`config.mk`:
```
export PLATFORM = sky130hd
export DESIGN_NAME = ser_div
export DESIGN_NICKNAME = d
export VERILOG_FILES = /design/src/sv/ser_pkg.sv /design/src/sv/ser_div.sv
export SDC_FILE = /design/constraint.sdc
export NUM_CORES = 1
export LEC_CHECK = 0
export ABC_AREA = 1
export BUFFER_PORTS_ARGS = -buffer_cell sky130_fd_sc_hd__buf_4
export CORE_MARGIN = 2
export CORE_UTILIZATION = 24
export CTS_CLUSTER_DIAMETER = 50
export DETAILED_ROUTE_END_ITERATION = 8
export HOLD_SLACK_MARGIN = 0.06
export PLACE_DENSITY_LB_ADDON = 0.25
export SKIP_CTS_REPAIR_TIMING = 1
export SYNTH_ARGS = -nofsm -noshare
export SYNTH_HDL_FRONTEND = slang
export SYNTH_SLANG_ARGS = --single-unit
```
`constraint.sdc`:
```
create_clock -name clk -period 11.5 [get_ports clk]
set_input_delay 1.15 -clock clk [delete_from_list [all_inputs] [get_ports clk]]
set_output_delay 1.15 -clock clk [all_outputs]
set_load 0.01 [all_outputs]
```
`src/sv/ser_pkg.sv`:
```
// shared constants, codes and helpers for the scanline edge rasterizer
`timescale 1ns / 1ps
package ser_pkg;

  localparam int MAX_ROWS  = 1024;
  localparam int FRAC_BITS = 4;

  localparam int ROW_W    = $clog2(MAX_ROWS);
  localparam int CNT_W    = $clog2(MAX_ROWS + 1);
  localparam int HEIGHT_W = 11;
  localparam int COORD_W  = 16;
  localparam int COL_W    = 12;
  localparam int COLOR_W  = 32;
  localparam int YW       = COORD_W - FRAC_BITS + 2;
  localparam int DEN_W    = COORD_W + FRAC_BITS;
  localparam int NUM_W    = 40;
  localparam int MUL_W    = COORD_W + 2;
  localparam int PROD_W   = 2 * MUL_W;
  localparam int CFG_IDX_W = 1;
  localparam int CFG_W     = 32;
  localparam int ONE       = 1 << FRAC_BITS;

  localparam logic [CFG_IDX_W-1:0] CFG_ACTIVE_HEIGHT = 1'b0;
  localparam logic [CFG_IDX_W-1:0] CFG_FILL_COLOR    = 1'b1;

  localparam logic MODE_EDGE = 1'b0;
  localparam logic MODE_READ = 1'b1;

  localparam logic signed [NUM_W-1:0] COL_MIN = -NUM_W'(2048);
  localparam logic signed [NUM_W-1:0] COL_MAX = NUM_W'(2047);

  // ceil of a fixed point coordinate, in whole rows
  function automatic logic signed [YW-1:0] ceil_row(input logic signed [COORD_W-1:0] v);
    logic signed [COORD_W:0] s;
    s = (COORD_W+1)'(v) + (COORD_W+1)'(ONE - 1);
    return YW'(s >>> FRAC_BITS);
  endfunction

endpackage

```
`src/sv/ser_div.sv`:
```
// iterative floor divider, one quotient bit per cycle
`timescale 1ns / 1ps
module ser_div (
  input  logic                                   clk,
  input  logic                                   rst,
  input  logic                                   start,
  input  logic signed [ser_pkg::NUM_W-1:0]       num,
  input  logic        [ser_pkg::DEN_W-1:0]       den,
  output logic                                   done,
  output logic signed [ser_pkg::NUM_W-1:0]       quo,
  output logic        [ser_pkg::DEN_W-1:0]       rem
);
  import ser_pkg::*;

  localparam int CW = $clog2(NUM_W + 1);

  logic             busy;
  logic [CW-1:0]    cnt;
  logic [NUM_W-1:0] qr;
  logic [DEN_W-1:0] rr;
  logic [DEN_W-1:0] dr;
  logic             neg;
  logic [DEN_W:0]   trial;
  logic             fit;

  assign trial = {rr, qr[NUM_W-1]};
  assign fit   = trial >= {1'b0, dr};

  always_ff @(posedge clk) begin
    if (rst) begin
      busy <= 1'b0;
      done <= 1'b0;
      cnt  <= '0;
    end else begin
      done <= 1'b0;
      if (start && !busy) begin
        busy <= 1'b1;
        cnt  <= '0;
        neg  <= num[NUM_W-1];
        qr   <= num[NUM_W-1] ? NUM_W'(-num) : NUM_W'(num);
        rr   <= '0;
        dr   <= den;
      end else if (busy) begin
        if (cnt == CW'(NUM_W)) begin
          // sign fix toward floor
          busy <= 1'b0;
          done <= 1'b1;
          if (!neg) begin
            quo <= signed'(qr);
            rem <= rr;
          end else if (rr != '0) begin
            quo <= signed'(~qr);
            rem <= dr - rr;
          end else begin
            quo <= signed'(NUM_W'(-qr));
            rem <= '0;
          end
        end else begin
          cnt <= cnt + CW'(1);
          rr  <= fit ? DEN_W'(trial - {1'b0, dr}) : DEN_W'(trial);
          qr  <= {qr[NUM_W-2:0], fit};
        end
      end
    end
  end

endmodule

```
==> qor.yml <==
wl_per_cell_um: 16.0
cts-root-buf: "clkbuf_16"
async_flop_share: 0
leakage_uw: 0.00562
syn_to_final_growth_pct: 20.7
antenna_found_initial: 0
cp_slowest_cell: "nand2_1"
drt.antenna.violating_nets: 0
die_y_um: 215
syn_area_mm2: 0.0107
critPathBufInv: 2
n_antenna_cell: 0
setup_viol: 0
p_int_uw: 1120
critPathMaxStageDelay_ps: 560
grt_max_degree: 65
track_usage: 0.153
initial_core_util: 0.243
finalPower_uw: 1630
synthCells: 1477
rows: 77
irDropWorstVdd_uv: 89.3
viasPerCell: 4.49
crit_family: "simple AND/OR/NAND/NOR gates"
p_sw_frac: 0.314
hold_viol: 0
syn-num-nets: 1585
synth-seq-cells: 149
io_buffers: 123
fin_setup_tns_ps: 0
finalHoldWorstSlack_ps: 500
path_cells: "inv_1 > nand2_1 > nor2_1 > nand3_2 > nand2_1 > clkinv_1 > nand2_1 > o22ai_1"
path_clk_slew_ps: 70
pwr-share-clk: 0.377
cts_sinks: 149
drc: 0
io_pins: 124
drv_slew: 0
grt_pass1_wl_um: 54600
arrival_ps: 3010
via_count: 9888
core_mm2: 0.0441
synthFlopType: "edfxtp_1"
ys_types: 43
yosysSeqAreaShare: 0.410
layout_min_cycle_time_ps: 2830
maxCapViolCount: 0
dr.pass1.iters: 6
p_per_area_mw_per_mm2: 126
drive_gt1_frac: 0.117
first_iter_violations: 987
setup.worst_path.class: "reg2reg"
crit_required_ps: 11680
design_area_mm2: 0.0129
finalNetCount: 1704
fillers: 4863
fin_skew_ps: 13.7
multi_input_area_mm2: 0.00554
insertion_delay_ps: 450
rsz0062_at_grt: "false"
status: "finished clean"
seqCellArea_mm2: 0.00439
fp.dieW_um: 215
dp_hpwl_um: 28200
placed_area_mm2: 0.0123
critPathLaunchType: "register"
max-slew-margin-rel: 0.440
fin_crit_sh: 0.246
dieArea_mm2: 0.0464
max_freq_mhz: 353
pwr-share-comb: 0.215
synth_edf_count: 141
worst_pin_slew_ps: 834
setup.worst_path.end_class: "register"
seqPwrFrac: 0.408
avgSynthCellArea_um2: 7.26
hold_class: "reg2reg"
path_common_cell: "nand2_1"
grt_overflow: 0
wirelength_um: 35200
p_sw_uw: 513
clk_path_buf_depth: 2
grt_pass1_vias: 9447
cts_htree_levels: 4
critPathMaxFanout: 16
cts_tree: "done"
cts_buffers: 17
gp_congestion: 0.928
yosysWarningCount: 0
## path summary, 6_finish.rpt
check	endpoint	cells after the start	from	slack (ps)
setup reg to reg	rem[9]$_DFFE_PP_	8	rr[0]$_SDFFCE_PP0P_	8670
setup / recovery	rem[9]$_DFFE_PP_	8	rr[0]$_SDFFCE_PP0P_	8670
hold / removal	cnt[1]$_SDFFE_PN0P_	2	cnt[1]$_SDFFE_PN0P_	500
hold reg to reg	cnt[1]$_SDFFE_PN0P_	2	cnt[1]$_SDFFE_PN0P_	500
## sequential cells by signal, summed over array words and instances (netlist names), 6 cells and up
signal,count
cnt,6
qr,40
quo,40
rem,20
rr,20
dr,20
## final cells by class
cell class / instances / area share
clock buffers: 19 / 0.0334
clock inverters: 13 / 0.0152
inverters: 176 / 0.0510
multi-input cells: 1122 / 0.428
flip-flops and latches: 149 / 0.339
well taps: 592 / 0.0572
repair buffers: 130 / 0.0754
## power by group through the flow
| stage | Clock (µW) | Sequential, µW | Combinational [µW] |
|---|---|---|---|
| 2_1_floorplan | 0 | 663 | 250 |
| 3_3_place_gp | 0 | 677 | 350 |
| 3_5_place_dp | 0 | 678 | 350 |
| 4_1_cts | 628 | 666 | 352 |
| 5_1_grt | 650 | 670 | 402 |
| 6_report | 615 | 667 | 352 |
## metal layers
| layer | vias to the layer above | share of wire | track usage |
|---|---|---|---|
| li1 | 5092 | - | - |
| met1 | 4513 | 0.52 | 0.235 |
| met2 | 260 | 0.41 | 0.220 |
| met3 | 23 | 0.051 | 0.0242 |
| met4 | 0 | 0.012 | 0.0391 |
| met5 | - | 0 | 0 |
## through the flow
step                setup slack (ps)  std cells   util
floorplan                       5670       1477      -
global placement                8490       2169  0.279
detailed placement              8480       2169  0.279
finish                          8670       2201  0.293
CTS                             8620       2201  0.293
global route                    8390       2201  0.293
## cells by family (layout without fill, tap and decap cells)
| logic type | Yosys count | after routing | share of synthesized area |
|---|---|---|---|
| DFF | 149 | 149 | 0.410 |
| and+or+nand+nor | 841 | 841 | 0.327 |
| adders and majority gates | 45 | 45 | 0.0539 |
| xor gates and xnor gates | 53 | 53 | 0.0433 |
| buffers and inverters | 206 | 338 | 0.0755 |
| AOI/OAI and AO/OA | 183 | 183 | 0.0904 |
## layout by cell type, fill, tap and decap left out, types with 6 or more instances in the layout
cell type,instances
o21ai_0,91
xnor2_1,13
nand4_1,24
a21oi_1,59
o22ai_1,6
edfxtp_1,141
nand3b_1,8
ha_1,43
nor2_1,196
nor2_2,6
o21ai_1,8
xor2_1,40
nor3_1,15
buf_4,130
dfxtp_1,8
nand3_1,108
or2_2,6
clkbuf_16,17
inv_1,172
nand2_1,460
o211ai_1,6
## worst register-to-register path, stage by stage, from the launching register on
cell and delay, ps:
edfxtp_1 480, inv_1 180, nand2_1 70, nor2_1 210
nand3_2 380, nand2_1 560, clkinv_1 430, nand2_1 160
o22ai_1 80
## cells in the mapped netlist, types with 8 or more instances
master,n,area share
nand2_1,461,0.16
edfxtp_1,141,0.39
inv_1,172,0.060
xnor2_1,13,0.011
nand3_1,108,0.050
ha_1,43,0.050
nor3_1,16,0.0075
a21oi_1,60,0.028
dfxtp_1,8,0.015
nand3b_1,8,0.0056
nand4_1,24,0.014
clkbuf_1,16,0.0056
o21ai_0,91,0.042
nor2_1,197,0.069
o21ai_1,8,0.0037
xor2_1,40,0.033
buf_2,8,0.0037
No activity file was read; power rests on OpenSTA's default activity.
